File: src/rtl/rss_pkg.sv
// ----------------------------------------------------------------------------
// Robot safety supervisor package
// Shared types, register indexes, codes and the choreography table.
// ----------------------------------------------------------------------------
`timescale 1ns / 1ps
`default_nettype none

package rss_pkg;

  localparam int CHOREO_STEPS_DEF   = 10;
  localparam int TICKS_PER_STEP_DEF = 10;

  localparam logic [1:0] REG_BATTERY_THRESHOLD = 2'd0;
  localparam logic [1:0] REG_SENSOR_MASK       = 2'd1;
  localparam logic [1:0] REG_DANGER_NONE       = 2'd2;
  localparam logic [1:0] REG_CHOREO_ENABLE     = 2'd3;

  localparam logic [15:0] BATTERY_THRESHOLD_RST = 16'd10500;
  localparam logic [7:0]  SENSOR_MASK_RST       = 8'hFF;
  localparam logic [15:0] DANGER_NONE_RST       = 16'd0;
  localparam logic        CHOREO_ENABLE_RST     = 1'b1;

  typedef enum logic [1:0] {
    MODE_IDLE  = 2'd0,
    MODE_AUTO  = 2'd1,
    MODE_ESTOP = 2'd2,
    MODE_FAULT = 2'd3
  } mode_t;

  localparam logic [1:0] MK_BRAKE = 2'd0;
  localparam logic [1:0] MK_FWD   = 2'd1;
  localparam logic [1:0] MK_REV   = 2'd2;
  localparam logic [1:0] MK_CW    = 2'd3;

  localparam logic [1:0] LED_KEEP  = 2'd0;
  localparam logic [1:0] LED_OFF   = 2'd1;
  localparam logic [1:0] LED_GREEN = 2'd2;
  localparam logic [1:0] LED_RED   = 2'd3;

  localparam logic [6:0] DUTY_ENTRY = 7'd40;
  localparam logic [3:0] STEP_INACTIVE = 4'd15;

  typedef struct packed {
    logic [15:0] battery_threshold_mv;
    logic [7:0]  sensor_block_mask;
    logic [15:0] danger_none_code;
    logic        choreography_enable;
  } cfg_t;

  typedef struct packed {
    logic        start_button;
    logic [7:0]  sensor_bits;
    logic [15:0] battery_mv;
    logic [15:0] danger_flags;
  } req_t;

  typedef struct packed {
    mode_t      mode_now;
    logic       motion_valid;
    logic [1:0] motion_kind;
    logic [6:0] left_duty_pct;
    logic [6:0] right_duty_pct;
    logic [1:0] led_code;
    logic       uv_start;
    logic       uv_stop;
    logic       map_reset;
    logic       low_battery_fault;
    logic [3:0] choreo_step_now;
  } res_t;

  function automatic logic [1:0] chor_kind(input logic [3:0] idx);
    logic [1:0] k;
    case (idx)
      4'd1, 4'd2:       k = MK_REV;
      4'd6, 4'd7, 4'd8: k = MK_CW;
      default:          k = MK_BRAKE;
    endcase
    return k;
  endfunction

  function automatic logic [6:0] chor_duty(input logic [3:0] idx);
    logic [6:0] d;
    case (idx)
      4'd1, 4'd2, 4'd3, 4'd6: d = 7'd30;
      4'd7, 4'd8:             d = 7'd40;
      default:                d = 7'd0;
    endcase
    return d;
  endfunction

endpackage

`default_nettype wire

File: src/rtl/rss_cfg_regs.sv
// ----------------------------------------------------------------------------
// Robot safety supervisor configuration registers
// Holds the four settings written through the plain write port.
// ----------------------------------------------------------------------------
`timescale 1ns / 1ps
`default_nettype none

module rss_cfg_regs
  import rss_pkg::*;
(
  input  wire logic        clk,
  input  wire logic        rst,
  input  wire logic        cfg_write_en,
  input  wire logic [1:0]  cfg_index,
  input  wire logic [15:0] cfg_data,
  output cfg_t             cfg
);

  always_ff @(posedge clk) begin
    if (rst) begin
      cfg.battery_threshold_mv <= BATTERY_THRESHOLD_RST;
      cfg.sensor_block_mask    <= SENSOR_MASK_RST;
      cfg.danger_none_code     <= DANGER_NONE_RST;
      cfg.choreography_enable  <= CHOREO_ENABLE_RST;
    end else if (cfg_write_en) begin
      case (cfg_index)
        REG_BATTERY_THRESHOLD: cfg.battery_threshold_mv <= cfg_data;
        REG_SENSOR_MASK:       cfg.sensor_block_mask    <= cfg_data[7:0];
        REG_DANGER_NONE:       cfg.danger_none_code     <= cfg_data;
        REG_CHOREO_ENABLE:     cfg.choreography_enable  <= cfg_data[0];
        default: begin
        end
      endcase
    end
  end

endmodule

`default_nettype wire

File: src/rtl/rss_core.sv
// ----------------------------------------------------------------------------
// Robot safety supervisor core
// Mode and choreography state with the single-pass next-state and action logic.
// ----------------------------------------------------------------------------
`timescale 1ns / 1ps
`default_nettype none

module rss_core
  import rss_pkg::*;
#(
  parameter int CHOREO_STEPS   = CHOREO_STEPS_DEF,
  parameter int TICKS_PER_STEP = TICKS_PER_STEP_DEF
) (
  input  wire logic clk,
  input  wire logic rst,
  input  wire logic fire,
  input  wire cfg_t cfg,
  input  wire req_t req,
  output res_t      res
);

  localparam int STEP_W = $clog2(CHOREO_STEPS + 1);
  localparam int SUB_W  = (TICKS_PER_STEP > 1) ? $clog2(TICKS_PER_STEP) : 1;

  mode_t             mode, mode_next;
  logic              fault, fault_next;
  logic              active, active_next;
  logic [STEP_W-1:0] step, step_next;
  logic [SUB_W-1:0]  sub, sub_next;

  logic       low, blocked, danger_hit, playing, change, in_mode;
  logic [4:0] step_cur_ext, step_next_ext;

  always_comb begin
    low          = req.battery_mv < cfg.battery_threshold_mv;
    blocked      = |(req.sensor_bits & cfg.sensor_block_mask);
    danger_hit   = req.danger_flags != cfg.danger_none_code;
    playing      = active && (step < STEP_W'(CHOREO_STEPS));
    step_cur_ext = 5'(step);

    mode_next   = mode;
    fault_next  = fault;
    active_next = active;
    step_next   = step;
    sub_next    = sub;

    case (mode)
      MODE_IDLE: begin
        if (req.start_button) mode_next = MODE_AUTO;
      end
      MODE_AUTO: begin
        if (req.start_button) begin
          mode_next = MODE_IDLE;
        end else if (low) begin
          fault_next = 1'b1;
          mode_next  = MODE_FAULT;
        end else if (blocked || danger_hit) begin
          mode_next = MODE_ESTOP;
        end
      end
      MODE_ESTOP: begin
        if (req.start_button) begin
          mode_next = MODE_IDLE;
        end else if (low) begin
          fault_next = 1'b1;
          mode_next  = MODE_FAULT;
        end else if (cfg.choreography_enable && playing) begin
          mode_next = MODE_ESTOP;
        end else if (!blocked) begin
          mode_next = MODE_AUTO;
        end
      end
      default: begin
        if (!low) begin
          fault_next = 1'b0;
          mode_next  = MODE_IDLE;
        end
      end
    endcase

    change  = mode_next != mode;
    in_mode = (mode == MODE_ESTOP) && cfg.choreography_enable && playing;

    res = '0;
    res.mode_now = mode_next;

    if (change) begin
      res.map_reset = mode == MODE_IDLE;
      res.uv_stop   = (mode == MODE_AUTO) || (mode == MODE_ESTOP);
      case (mode_next)
        MODE_IDLE: begin
          res.led_code       = LED_OFF;
          res.motion_valid   = 1'b1;
          res.motion_kind    = MK_BRAKE;
          res.left_duty_pct  = DUTY_ENTRY;
          res.right_duty_pct = DUTY_ENTRY;
        end
        MODE_AUTO: begin
          res.led_code       = LED_GREEN;
          res.motion_valid   = 1'b1;
          res.motion_kind    = MK_FWD;
          res.left_duty_pct  = DUTY_ENTRY;
          res.right_duty_pct = DUTY_ENTRY;
          res.uv_start       = 1'b1;
        end
        MODE_ESTOP: begin
          res.led_code = LED_RED;
          if (cfg.choreography_enable) begin
            active_next = 1'b1;
            step_next   = '0;
            sub_next    = '0;
          end else begin
            res.motion_valid   = 1'b1;
            res.motion_kind    = MK_BRAKE;
            res.left_duty_pct  = DUTY_ENTRY;
            res.right_duty_pct = DUTY_ENTRY;
          end
        end
        default: begin
        end
      endcase
    end

    if (in_mode) begin
      res.motion_valid   = 1'b1;
      res.motion_kind    = chor_kind(step_cur_ext[3:0]);
      res.left_duty_pct  = chor_duty(step_cur_ext[3:0]);
      res.right_duty_pct = chor_duty(step_cur_ext[3:0]);
      if (sub == SUB_W'(TICKS_PER_STEP - 1)) begin
        sub_next  = '0;
        step_next = step + STEP_W'(1);
      end else begin
        sub_next = sub + SUB_W'(1);
      end
    end

    step_next_ext         = 5'(step_next);
    res.low_battery_fault = fault_next;
    res.choreo_step_now   = active_next ? step_next_ext[3:0] : STEP_INACTIVE;
  end

  always_ff @(posedge clk) begin
    if (rst) begin
      mode   <= MODE_IDLE;
      fault  <= 1'b0;
      active <= 1'b0;
      step   <= '0;
      sub    <= '0;
    end else if (fire) begin
      mode   <= mode_next;
      fault  <= fault_next;
      active <= active_next;
      step   <= step_next;
      sub    <= sub_next;
    end
  end

endmodule

`default_nettype wire

File: src/rtl/robot_safety_supervisor.sv
// ----------------------------------------------------------------------------
// Robot safety supervisor
// Four-mode supervisor with entry and exit actions and an e-stop choreography.
// ----------------------------------------------------------------------------
// Each request on the input channel is one supervisor tick carrying the
// button, sensor bits, battery level and danger flags. For every request the
// block returns exactly one result on the output channel: the new mode, the
// last motion command of the tick, LED, UV and map actions, the fault flag
// and the choreography step.
// A request is captured in an input register and evaluated against the mode
// state once the result register can advance, which then loads the result
// register. One request is taken in every cycle while results are drained,
// as the state update is a single pass through the core logic.
// When the receiver stalls, the result register holds its request and the
// input register holds one more; then in_ready falls until the result is
// taken.
// Reset empties both registers, sets idle mode with the choreography inactive
// and loads the configuration defaults. The user must write configuration
// via the plain write port only while no request is in flight; not enforced.
// ----------------------------------------------------------------------------
`timescale 1ns / 1ps
`default_nettype none

module robot_safety_supervisor
  import rss_pkg::*;
#(
  parameter int CHOREO_STEPS   = CHOREO_STEPS_DEF,
  parameter int TICKS_PER_STEP = TICKS_PER_STEP_DEF
) (
  input  wire logic        clk,
  input  wire logic        rst,
  input  wire logic        cfg_write_en,
  input  wire logic [1:0]  cfg_index,
  input  wire logic [15:0] cfg_data,
  input  wire logic        in_valid,
  output logic             in_ready,
  input  wire logic        start_button,
  input  wire logic [7:0]  sensor_bits,
  input  wire logic [15:0] battery_mv,
  input  wire logic [15:0] danger_flags,
  output logic             out_valid,
  input  wire logic        out_ready,
  output logic [1:0]       mode_now,
  output logic             motion_valid,
  output logic [1:0]       motion_kind,
  output logic [6:0]       left_duty_pct,
  output logic [6:0]       right_duty_pct,
  output logic [1:0]       led_code,
  output logic             uv_start,
  output logic             uv_stop,
  output logic             map_reset,
  output logic             low_battery_fault,
  output logic [3:0]       choreo_step_now
);

  cfg_t cfg;
  req_t req_in, req;
  res_t res, res_q;
  logic req_valid, advance, fire;

  rss_cfg_regs u_cfg (
    .clk          (clk),
    .rst          (rst),
    .cfg_write_en (cfg_write_en),
    .cfg_index    (cfg_index),
    .cfg_data     (cfg_data),
    .cfg          (cfg)
  );

  rss_core #(
    .CHOREO_STEPS   (CHOREO_STEPS),
    .TICKS_PER_STEP (TICKS_PER_STEP)
  ) u_core (
    .clk  (clk),
    .rst  (rst),
    .fire (fire),
    .cfg  (cfg),
    .req  (req),
    .res  (res)
  );

  assign req_in   = '{start_button, sensor_bits, battery_mv, danger_flags};
  assign advance  = !out_valid || out_ready;
  assign fire     = req_valid && advance;
  assign in_ready = !req_valid || advance;

  always_ff @(posedge clk) begin
    if (rst) begin
      req_valid <= 1'b0;
      out_valid <= 1'b0;
    end else begin
      if (in_valid && in_ready) begin
        req_valid <= 1'b1;
      end else if (advance) begin
        req_valid <= 1'b0;
      end
      if (advance) begin
        out_valid <= req_valid;
      end
    end
    if (in_valid && in_ready) begin
      req <= req_in;
    end
    if (fire) begin
      res_q <= res;
    end
  end

  assign mode_now          = res_q.mode_now;
  assign motion_valid      = res_q.motion_valid;
  assign motion_kind       = res_q.motion_kind;
  assign left_duty_pct     = res_q.left_duty_pct;
  assign right_duty_pct    = res_q.right_duty_pct;
  assign led_code          = res_q.led_code;
  assign uv_start          = res_q.uv_start;
  assign uv_stop           = res_q.uv_stop;
  assign map_reset         = res_q.map_reset;
  assign low_battery_fault = res_q.low_battery_fault;
  assign choreo_step_now   = res_q.choreo_step_now;

  a_no_motion_zero : assert property (@(posedge clk) disable iff (rst)
    out_valid && !motion_valid |->
      motion_kind == MK_BRAKE && left_duty_pct == 7'd0 && right_duty_pct == 7'd0)
    else $error("Motion fields set without a motion command.");

  a_uv_start_auto : assert property (@(posedge clk) disable iff (rst)
    out_valid && uv_start |-> mode_now == MODE_AUTO && (map_reset || uv_stop))
    else $error("UV start outside an entry into autonomy.");

  a_fault_matches_mode : assert property (@(posedge clk) disable iff (rst)
    out_valid |-> low_battery_fault == (mode_now == MODE_FAULT))
    else $error("Fault flag disagrees with the fault mode.");

  a_result_follows_request : assert property (@(posedge clk) disable iff (rst)
    fire |=> out_valid)
    else $error("Evaluated request did not reach the result register.");

endmodule

`default_nettype wire

File: config.mk
export PLATFORM = sky130hd
export DESIGN_NAME = robot_safety_supervisor
export DESIGN_NICKNAME = d
export VERILOG_FILES = /design/src/rtl/rss_pkg.sv /design/src/rtl/rss_cfg_regs.sv /design/src/rtl/rss_core.sv /design/src/rtl/robot_safety_supervisor.sv
export SDC_FILE = /design/constraint.sdc
export NUM_CORES = 1
export LEC_CHECK = 0
export BUFFER_PORTS_ARGS = -buffer_cell sky130_fd_sc_hd__buf_2
export CORE_AREA = 10 10 119 121
export CTS_CLUSTER_SIZE = 24
export DETAILED_ROUTE_END_ITERATION = 10
export DIE_AREA = 0 0 129 131
export HOLD_SLACK_MARGIN = 0.12
export PLACE_DENSITY_LB_ADDON = 0.08
export SLEW_MARGIN = 10
export SYNTH_ARGS = -nofsm -noshare
export SYNTH_HDL_FRONTEND = slang
export SYNTH_HIERARCHICAL = 1
export SYNTH_SLANG_ARGS = --single-unit
File: constraint.sdc
create_clock -name clk -period 7.3 [get_ports clk]
set_input_delay 1.46 -clock clk [delete_from_list [all_inputs] [get_ports clk]]
set_output_delay 1.46 -clock clk [all_outputs]
set_load 0.1 [all_outputs]
; Yosys cells after proc, flatten, opt, wreduce, memory -nomap -nowiden
; Index checks and enable logic that the tools add are counted.
[totals]
out_inout_bits = 31
wordCells = 113
reg_bits = 125
[op_classes]
n_eq_ne = 16
mux = 36
magnitude_cmp = 2
add_sub_neg = 2
bitwise_logic = 1
n_reduce_logical = 30
[op_table]
columns = cell, count
row1 = 19-bit one-hot mux with 3 select lines, 1
row2 = 4-bit two-way mux, 10
row3 = 22-bit two-way mux, 1
row4 = 2-bit two-way mux, 9
row5 = 17-bit two-way mux, 1
row6 = 16-bit less-than comparator, 1
row7 = 16-bit two-way mux, 1
row8 = 16-bit != test, 1
row9 = 6-bit one-hot mux with 2 select lines, 1
row10 = 1-bit two-way mux, 9
row11 = 4-bit by 1-bit adder with 4-bit output (second input constant), 2
row12 = 8-bit AND, 1
row13 = 2-bit equality test (second input constant), 4
row14 = 4-bit by 2-bit equality test with 1-bit output (second input constant), 2
row15 = 4-bit by 3-bit equality test with 1-bit output (second input constant), 2
row16 = 4-bit equality test (second input constant), 2
row17 = 2-bit AND reduction, 4
row18 = 2-bit nonzero test, 4
row19 = 8-bit OR reduction, 1
row20 = 2-bit by 1-bit equality test with 1-bit output (second input constant), 3
row21 = 1-bit logical AND, 6
row22 = 2-bit logical NOT, 3
row23 = 2-bit one-hot mux with 3 select lines, 1
row24 = 2-bit OR reduction, 3
row25 = other kinds (10), 14

; Logic depth before layout (Yosys ltp)
; Gate-level depths: netlist (run 1).
[logic_depth]
ltp_word = 12
ltp_mapped = 11

; Cells and area by module
; The synthesis (run 1) kept the hierarchy.
[by_module_without_submodules]
columns = mod, instances, area_per_inst_um2, cells_per_inst
row1 = robot_safety_supervisor, 1, 2205.9, 80
row2 = rss_core, 1, 2068.2, 283
row3 = rss_cfg_regs, 1, 1709.1, 167

; Worst setup path before layout (run 1)
; No wires, ideal clock.
[synth_timing]
path_kind = input to output
start = input out_ready
end = output in_ready
cell_stages = 1
path_slack_ns = 4.022
path_buffers = 0
arrival_time_ns = 1.818
required_ns = 5.840
cell_sequence = nand3b_4
[synth_between]
elab_chain_cells = 2
[synth_lines]
columns = item, line
row1 = from (decl), robot_safety_supervisor.sv:42  ; input wire logic out_ready,
row2 = 1-bit logical OR, robot_safety_supervisor.sv:83  ; assign advance = !out_valid || out_ready;
row3 = 1-bit logical OR, robot_safety_supervisor.sv:85  ; assign in_ready = !req_valid || advance;
row4 = to (decl), robot_safety_supervisor.sv:36  ; output logic in_ready,
; No other way between the ends.

; Worst setup path in the final report (run 1)
; Same ends and word-level chain as after synthesis.

==> results of run 1 <==
==> where the power goes <==
group | switching [mW] | internal, mW
Clock | 0.280 | 0.540
Combinational | 0.148 | 0.0636
Sequential | 0.0160 | 0.783
==> sequential cells by signal, summed over array words and instances, names as in the netlist <==
name	cells
u_cfg/cfg	41
motion_valid	1
low_battery_fault	1
u_core/active	1
mode_now	2
u_core/step	4
u_core/fault	1
uv_stop	1
choreo_step_now	4
uv_start	1
u_core/sub	4
req_valid	1
req	41
led_code	2
u_core/mode	2
left_duty_pct	7
motion_kind	2
out_valid	1
right_duty_pct	7
map_reset	1
==> synth_stat cells, drive strengths merged, types with 6 or more instances <==
master  count  area share
edfxtp     70        0.35
dfxtp      55        0.18
nand2b     49       0.051
nor2       44       0.028
mux2i      42       0.070
inv        30       0.019
ha         25       0.052
buf        21       0.026
a21oi      20       0.017
nand2      20       0.013
xnor2      17       0.025
clkbuf     14      0.0088
o21ai      13       0.011
nand3      10      0.0084
nor3       10      0.0084
a31oi       8      0.0084
nand4       7      0.0073
o41ai       6       0.013
==> cell families (layout without fill, tap and decap cells) <==
kind of cell,after synthesis,after routing
fa+ha+maj,25,25
simple gates,166,166
flops,125,125
compound gates,89,89
xor+xnor,17,17
mux,42,42
buf+inv,65,157
other cells,1,4
==> critical path, stage by stage <==
cell      delay [ps]
buf_2             90
nand3b_4         130
buf_2            430
==> metal layers <==
layer	vias to the layer above	wire length (um)	GRT usage
met1	1920	5700	0.186
li1	2056	-	-
met3	12	706	0.0548
met2	109	6430	0.267
met4	0	127	0.0582
met5	-	0	0
==> metrics by stage <==
stage                      util  instance area, um^2  power, mW  cells  setup slack [ps]
after detailed placement  0.546                 6450       1.03    740              3730
after global routing      0.597                 7050       1.91    772              3620
after global placement    0.546                 6450       1.02    740              3740
final                     0.597                 7050       1.83    772              3730
after floorplan               -                 5990      0.978    533              4020
after CTS                 0.597                 7050       1.85    772              3730
==> worst min-delay path by stage <==
stage / end / slack (ps)
2_1_floorplan: u_cfg/cfg[40]$_SDFFE_PP0P_ / 450
3_3_place_gp: u_cfg/cfg[35]$_SDFFE_PP0P_ / 470
3_5_place_dp: u_cfg/cfg[39]$_SDFFE_PP0P_ / 470
4_1_cts: u_cfg/cfg[28]$_SDFFE_PP0P_ / 480
5_1_grt: u_cfg/cfg[28]$_SDFFE_PP0P_ / 500
6_report: u_cfg/cfg[28]$_SDFFE_PP0P_ / 480
==> layout make-up <==
type                            count  area, um^2
Fill cell                         989        4760
Multi-Input combinational cell    343        2470
Clock inverter                      2        11.3
Tap cell                          147         184
Sequential cell                   125        3200
Timing Repair Buffer               95         478
Clock buffer                       30         588
Inverter                           30         113
==> results.md, run 1 <==
- Worst Tran Pin Value: 1220 ps
- Vias in the first global route: 4236
- Yosys warnings: 6
- Post-route DRC: 0
- Post-synthesis register bit count: 125
- GRT overflow: 0
- Worst skew pair latency: 420 ps
- Hold slack: 476 ps
- Main synth FF type: edfxtp_1
- Worst Reg-to-Reg Cells: 8
- Setup bufs post-CTS: 0
- Type of the most critical hold path: flip-flop to flip-flop
- Detailed-route via count: 4097
- N_diodes: 0
- # IOs: 95
- Clk buf depth: 2
- Clock root cell: clkbuf_16
- Drt wl/cell: 16.8 um
- CTS Sinks: 125
- Die ar.: 0.0169 mm^2
- Synth Area in Simple Gates: 0.150
- Critical R2R Capture: choreo_step_now[2]$_DFFE_PP_
- Worst Path Max Fanout: 3
- Synthesized area: 0.00598 mm^2
- Post-synthesis sequential area ratio: 0.535
- Cts hold-fix bufs: 0
- Post-Synthesis Cells: 530
- RSZ-0062 raised after global routing: false
- Hpwl dp: 9550 um
- Crit Path Class: input port to primary output
- Max_cap viols: 0
- Max Freq: 0.280 GHz
- Die H: 131 um
- First-pass GRT wire length: 21000 um
- Core Rows: 40
- Starting Density: 0.507
- Die Width: 129 um
- Final clock skew: 13.1 ps
- Critical path launch point type: input port
- Post-Syn Area per Cell: 11.3 um^2
- Cell Pwr Density: 260 mW/mm^2
- Pre-antenna DRT Iters: 4
- DR iter-0 viols: 264
- Synth Area in XOR/XNOR: 0.0249
- Hold path start: u_cfg/cfg[28]$_SDFFE_PP0P_
- CP Capture Type: primary output
- Largest net degree at the start of global routing: 54
- Gpl congestion: 0.890
- Total track usage: 0.159
- Commonest non-fill, non-tap cell in the layout: buf_2
- Post-synthesis adder-cell area fraction: 0.0523
- Status: finished, final reports clean
- Hold Path Depth: 2
- CP endpoint: in_ready
- Main combinational cell family by area after synthesis: simple AND/OR/NAND/NOR gates
- WP data required: 5840 ps
- Final antenna-violating net count: 0
- Initial antenna violation count: 0
- Layout cells sized above 1: 0.216
- PortBufs: 94
- FF-to-FF Start: req[31]$_DFFE_PP_
- Clock buffer count from CTS: 17
- Most frequent cells in the layout: buf_2 (94), edfxtp_1 (70), dfxtp_1 (55)
- Final slew viol count: 0
- Reg clk slew, reported paths: 50 ps
- Routed WL: 13000 um
- Peak supply drop: 0.198 mV
- Hold Vio Cnt, Final: 0
- Post-route clock period utilization: 0.489
- Setup TNS: 0 ps
- R2R setup slack: 3810 ps
- DR vias/cell: 5.31
- Post-layout min period: 3570 ps
- EDFF count, synth: 70
- Async S/R FF share, synth: 0
- Crit path from: out_ready
- Core region area: 0.0118 mm^2
- Worst rel slew slack: 0.185
- # setup viols final: 0
- Synth Area in Compound Gates: 0.113
- PostCTS Resize Cnt: 0
- CP Data Arrival Time: 2110 ps
- Yosys cell types: 64
- Leakage power: 2.76 nW
- CTS H-tree depth: 4
- Post-synthesis mux area share: 0.0703
- NumNets Final: 701
- CTS tree: built
- P&R area growth vs syn: 17.8%
No activity file was read; power rests on OpenSTA's default activity.
==> run 2: changes to the inputs <==
- ABC_AREA: not set -> 1
- CORE_AREA: 10 10 119 121 -> 10 10 118 120
- DIE_AREA: 0 0 129 131 -> 0 0 128 130
- clock period: 7.3 -> 3.3 ns (I/O delays scaled with it)
==> results.md, run 2 <==
- NumNets Final: 861
- Post-synthesis register bit count: 125
- Async S/R FF share, synth: 0
- FF-to-FF Start: req[25]$_DFFE_PP_
- Post-Synthesis Cells: 679
- R2R setup slack: 860 ps
- CP cell instances: ha_1, nand2_1, inv_1, nor2_1, o21ai_0, a21oi_2, nand2_2, o21ai_1, nand2_1, nand3_1, nand2_2, o2111ai_2, nand2_1, nand2_1, nand2_1, nand2_1
- CP Data Arrival Time: 2610 ps
- Combinational power share: 0.135
- Clock root cell: clkbuf_16
- Area of the multi-input gates: 0.00210 mm^2
- Clk pwr share: 0.433
- Switching Share: 0.261
- DR iter-0 viols: 339
- Max Freq: 0.409 GHz
- Area leader, netlist: edfxtp_1
- Fillers: 1049
- Largest cells by area after synthesis: edfxtp_1 (36%), dfxtp_1 (19%), nand2_1 (10%)
- Initial antenna violation count: 0
- Worst rel slew slack: 0.592
- Yosys cell types: 35
- Final slew viol count: 0
- Worst Tran Pin Value: 612 ps
- Leakage power: 3.34 nW
- PnR worst setup slack: 857 ps
- Share of the synthesized area in the top cell type: 0.357
- Total track usage: 0.158
- PortBufs: 94
- Die Width: 128 um
- Clock buffer count from CTS: 17
- Post-synthesis sequential area ratio: 0.544
- Status: finished, final reports clean
- Internal: 3.08 mW
- Cell Pwr Density: 595 mW/mm^2
- GRT overflow: 0
- EDFF count, synth: 70
- Detailed-route via count: 4502
- Layout cells sized above 1: 0.186
- RSZ-0062 raised after global routing: false
- Peak supply drop: 0.346 mV
- # setup viols final: 0
- Critical path launch point type: flip-flop
- WP data required: 3460 ps
- Vias in the first global route: 4528
- Die ar.: 0.0166 mm^2
- Crit Path Class: flip-flop to flip-flop
- N_diodes: 0
- Pre-antenna DRT Iters: 5
- Hpwl dp: 9390 um
- Worst skew pair latency: 420 ps
- Total Power: 4.16 mW
- CTS Sinks: 125
- Largest net degree at the start of global routing: 42
- First-pass GRT wire length: 21100 um
- Post-route DRC: 0
- Main synth FF type: edfxtp_1
- DP Worst Slack: 906 ps
- # IOs: 95
- Slowest-stage cell, CP: edfxtp_1
- DR vias/cell: 4.83
- Core region area: 0.0117 mm^2
- Clk buf depth: 2
- Final clock skew: 11.6 ps
- Max_cap viols: 0
- Reg clk slew, reported paths: 50 ps
- Die H: 130 um
- Hold Path Depth: 1
- FF/Latch Area: 0.00320 mm^2
- Commonest non-fill, non-tap cell in the layout: nand2_1
- Worst Reg-to-Reg Cells: 16
- Gpl congestion: 0.843
- Type of the most critical hold path: input port to flip-flop
- NetSw: 1.09 mW
- PostCTS Resize Cnt: 0
- Final core utilization: 0.597
- Synthesized area: 0.00589 mm^2
- Drt wl/cell: 13.6 um
- Critical R2R Capture: choreo_step_now[0]$_DFFE_PP_
- Core Rows: 40
- Most frequent cells in the layout: nand2_1 (164), inv_1 (107), buf_2 (94)
- Most frequent cells after synthesis: nand2_1 (164), inv_1 (107), nor2_1 (81)
- Most numerous cell on the critical path: nand2_1
- CTS H-tree depth: 4
- Sequential power share: 0.432
- Setup bufs post-CTS: 0
- Post-layout min period: 2440 ps
- Final antenna-violating net count: 0
- Routed WL: 12600 um
- Starting Density: 0.503
- Slowest stage delay, CP: 370 ps
- Hold Path Sink: req[4]$_DFFE_PP_
- Yosys warnings: 6
- Hold Vio Cnt, Final: 0
- CTS tree: built
- Post-route clock period utilization: 0.740
- Worst Path Max Fanout: 7
- Post-Syn Area per Cell: 8.67 um^2
- Setup TNS: 0 ps
- CP Capture Type: flip-flop
- Biggest regs: req x41, u_cfg/cfg x41
- Hold path start: danger_flags[4]
- Top-count cell post-synth: nand2_1
- Cts hold-fix bufs: 0
- P&R area growth vs syn: 18.8%
run 2: changes by cell type after synthesis, moves of 7 or more:
| cell | before | now |
|---|---|---|
| nand2_1 | 20 | 164 |
| nand3_1 | 10 | 52 |
| nand2b_1 | 49 | 0 |
| nor3_1 | 10 | 1 |
| mux2i_1 | 42 | 0 |
| a21oi_1 | 19 | 32 |
| inv_1 | 30 | 107 |
| clkbuf_1 | 14 | 6 |
| nor2_1 | 44 | 81 |
| xnor2_1 | 17 | 4 |
| a31oi_1 | 8 | 1 |
run 2: metal layers:
metal  routed length (um)  GRT usage
met1                 5540      0.185
met4                  146     0.0702
met2                 6120      0.258
met5                    0          0
met3                  838     0.0527
run 2: critical path: cells and delay by family (launching register included):
kind / cells / cell delay, ps
flops: 1 / 370
compound gates: 4 / 600
buf+inv: 1 / 60
fa+ha+maj: 1 / 300
simple gates: 10 / 850
run 2: stage by stage:
step | cell area [um^2] | cells | hold WS (ps)
2_1_floorplan | 5900 | 682 | 429
6_report | 6990 | 932 | 412
3_5_place_dp | 6430 | 900 | 443
3_3_place_gp | 6430 | 900 | 450
4_1_cts | 6990 | 932 | 404
5_1_grt | 6990 | 932 | 404
run 2: area by class of cell:
type	count	share of cell area
clock buffers	23	0.0640
clock inverters	9	0.0172
inverters	110	0.0590
multi-input cells	417	0.301
flip-flops and latches	125	0.458
well taps	147	0.0263
repair buffers	101	0.0748
run 2: kinds of logic (layout without fill, tap and decap cells):
kind of cell,after synthesis,count (layout),share of synthesized area
AND/OR/NAND/NOR,323,323,0.233
buffers and inverters,140,243,0.103
flip-flops,125,125,0.544
AO/OA/AOI/OAI,57,57,0.0548
adder cells (fa/ha/maj),25,25,0.0531
XOR/XNOR,8,8,0.0119
other,1,4,0.000637
run 2: power by group through the flow:
stage / Combinational, mW / Clock (mW) / Sequential [mW]
global placement: 0.552 / 0 / 1.83
detailed placement: 0.563 / 0 / 1.83
CTS: 0.567 / 1.83 / 1.80
floorplan: 0.279 / 0 / 1.99
finish: 0.562 / 1.80 / 1.80
global route: 0.628 / 1.91 / 1.81
run 2: worst max-delay path by stage:
| stage | from | end | slack, ps |
|---|---|---|---|
| 4_1_cts | req[25]$_DFFE_PP_ | choreo_step_now[0]$_DFFE_PP_ | 860 |
| 6_report | req[25]$_DFFE_PP_ | choreo_step_now[0]$_DFFE_PP_ | 860 |
| 3_3_place_gp | req[31]$_DFFE_PP_ | led_code[1]$_DFFE_PP_ | 1000 |
| 3_5_place_dp | u_cfg/cfg[34]$_SDFFE_PP0P_ | led_code[1]$_DFFE_PP_ | 910 |
| 2_1_floorplan | out_valid$_SDFFE_PP0P_ | req[0]$_DFFE_PP_ | 490 |
| 5_1_grt | u_cfg/cfg[28]$_SDFFE_PP0P_ | choreo_step_now[0]$_DFFE_PP_ | 620 |
==> run 3: changes to the inputs <==
- clock period: 3.3 -> 2.5 ns (I/O delays scaled with it)
==> results.md, run 3 (synthesis results as in run 2) <==
- RSZ-0062 raised after global routing: true
- Die Width: 128 um
- R2R setup slack: 100 ps
- Peak supply drop: 0.488 mV
- Final clock skew: 7.36 ps
- DP Cell Count: 899
- CTS H-tree depth: 4
- FF-to-FF Start: req[31]$_DFFE_PP_
- PortBufs: 94
- Die ar.: 0.0166 mm^2
- CTS tree: built
- Fillers: 1055
- Starting Density: 0.503
- DR iter-0 viols: 370
- Critical path launch point type: flip-flop
- Vias in the first global route: 4697
- # IOs: 95
- P&R area growth vs syn: 20.7%
- Pre-antenna DRT Iters: 5
- Layout cells sized above 1: 0.224
- Final slew viol count: 0
- DR vias/cell: 5.02
- Reg clk slew, reported paths: 60 ps
- Worst Reg-to-Reg Cells: 19
- Max_cap viols: 0
- Critical R2R Capture: led_code[1]$_DFFE_PP_
- Hold Path Depth: 1
- Post-route clock period utilization: 0.961
- N_diodes: 0
- Most frequent cells in the layout: nand2_1 (155), inv_1 (105), buf_2 (94)
- Hpwl dp: 9750 um
- Commonest non-fill, non-tap cell in the layout: nand2_1
- FF/Latch Area: 0.00321 mm^2
- Largest net degree at the start of global routing: 42
- Core region area: 0.0117 mm^2
- Cell Pwr Density: 760 mW/mm^2
- Post-layout min period: 2400 ps
- Gpl congestion: 0.815
- Final antenna-violating net count: 0
- First-pass GRT wire length: 21400 um
- Hold Vio Cnt, Final: 0
- Core Rows: 40
- Initial antenna violation count: 0
- Post-route DRC: 0
- Clk buf depth: 2
- Worst skew pair latency: 420 ps
- Clock buffer count from CTS: 17
- Worst rel slew slack: 0.592
- Total Power: 5.41 mW
- Hold Path Sink: req[13]$_DFFE_PP_
- WP data required: 2670 ps
- CP Data Arrival Time: 2570 ps
- Total track usage: 0.162
- Crit Path Class: flip-flop to flip-flop
- Detailed-route via count: 4683
- CP Capture Type: flip-flop
- Die H: 130 um
- Type of the most critical hold path: input port to flip-flop
- Area of the multi-input gates: 0.00224 mm^2
- Worst Path Max Fanout: 7
- Drt wl/cell: 14.2 um
- Status: finished, final reports clean
- Post-Layout Cell Count: 932
- Leakage power: 3.36 nW
- Biggest regs: req x41, u_cfg/cfg x41
- GRT overflow: 0
- Clock root cell: clkbuf_16
- Setup TNS: 0 ps
- Hold path start: danger_flags[13]
- NumNets Final: 861
- CTS Sinks: 125
- Routed WL: 13300 um
- # setup viols final: 0
- Worst Tran Pin Value: 612 ps
- Max Freq: 0.416 GHz
[run 3: cell count changes in the layout (fill, tap and decap cells not counted), moves of 4 or more]
cell	delta
ha_1	-4
ha_4	+4
nand2_1	-9
nand2_2	+6
[run 3: repair_timing]
action | in CTS | in global routing
setup buffers | 0 | 1
hold buffers | 0 | 0
gates resized for setup | 0 | 32
endpoints found under the setup margin | 0 | 22
[run 3: area by class of cell]
class	instances	area share
Timing Repair Buffer	101	0.0736
Sequential cell	125	0.451
Clock inverter	7	0.00510
Clock buffer	25	0.0713
Inverter	110	0.0581
Multi-Input combinational cell	417	0.315
Tap cell	147	0.0259
[run 3: worst max path at each step]
stage	startpoint	end	slack, ps	cells past startpoint
after floorplan	out_valid$_SDFFE_PP0P_	req[0]$_DFFE_PP_	110	3
after global placement	req[25]$_DFFE_PP_	led_code[1]$_DFFE_PP_	210	19
after detailed placement	u_cfg/cfg[36]$_SDFFE_PP1P_	led_code[1]$_DFFE_PP_	120	14
after CTS	req[25]$_DFFE_PP_	led_code[1]$_DFFE_PP_	110	19
after global routing	req[31]$_DFFE_PP_	led_code[1]$_DFFE_PP_	-90	19
final	req[31]$_DFFE_PP_	led_code[1]$_DFFE_PP_	100	19
[run 3: routing by layer]
layer	global-route usage	up-vias	part of all wire	wire [um]
met5	0	-	0	0
met2	0.273	142	0.48	6370
li1	-	2344	-	-
met1	0.182	2174	0.43	5720
met3	0.0527	23	0.069	911
met4	0.0755	0	0.020	266
[run 3: worst max-delay path: stages (launching register included)]
cell and delay [ps]:
edfxtp_1 410, ha_4 300, nand2_4 50, inv_2 40
nand3_2 70, nor3_2 190, nand2_2 80, nand2_4 110
nand2_2 60, nand2_2 60, nand3_2 70, nand2_2 80
nand2_4 80, xor2_1 150, inv_1 70, nand2_2 80
inv_2 100, nor2_4 40, nand2_1 50, nand2_1 50
[run 3: metrics by stage]
stage               setup WS [ps]  utilization  area (um^2)  hold WS (ps)
floorplan                     114            -         5910           429
global placement              205        0.548         6420           447
detailed placement            123        0.548         6420           450
CTS                           109        0.595         6960           239
global route                -85.7        0.607         7110           249
finish                       98.6        0.607         7110           257
[run 3: where the power goes]
group          internal (mW)  switching [mW]  leakage (nW)
sequential              2.31          0.0676          1.12
clock                   1.39           0.846         0.276
combinational          0.217           0.568          1.97
total                   3.92            1.48          3.36
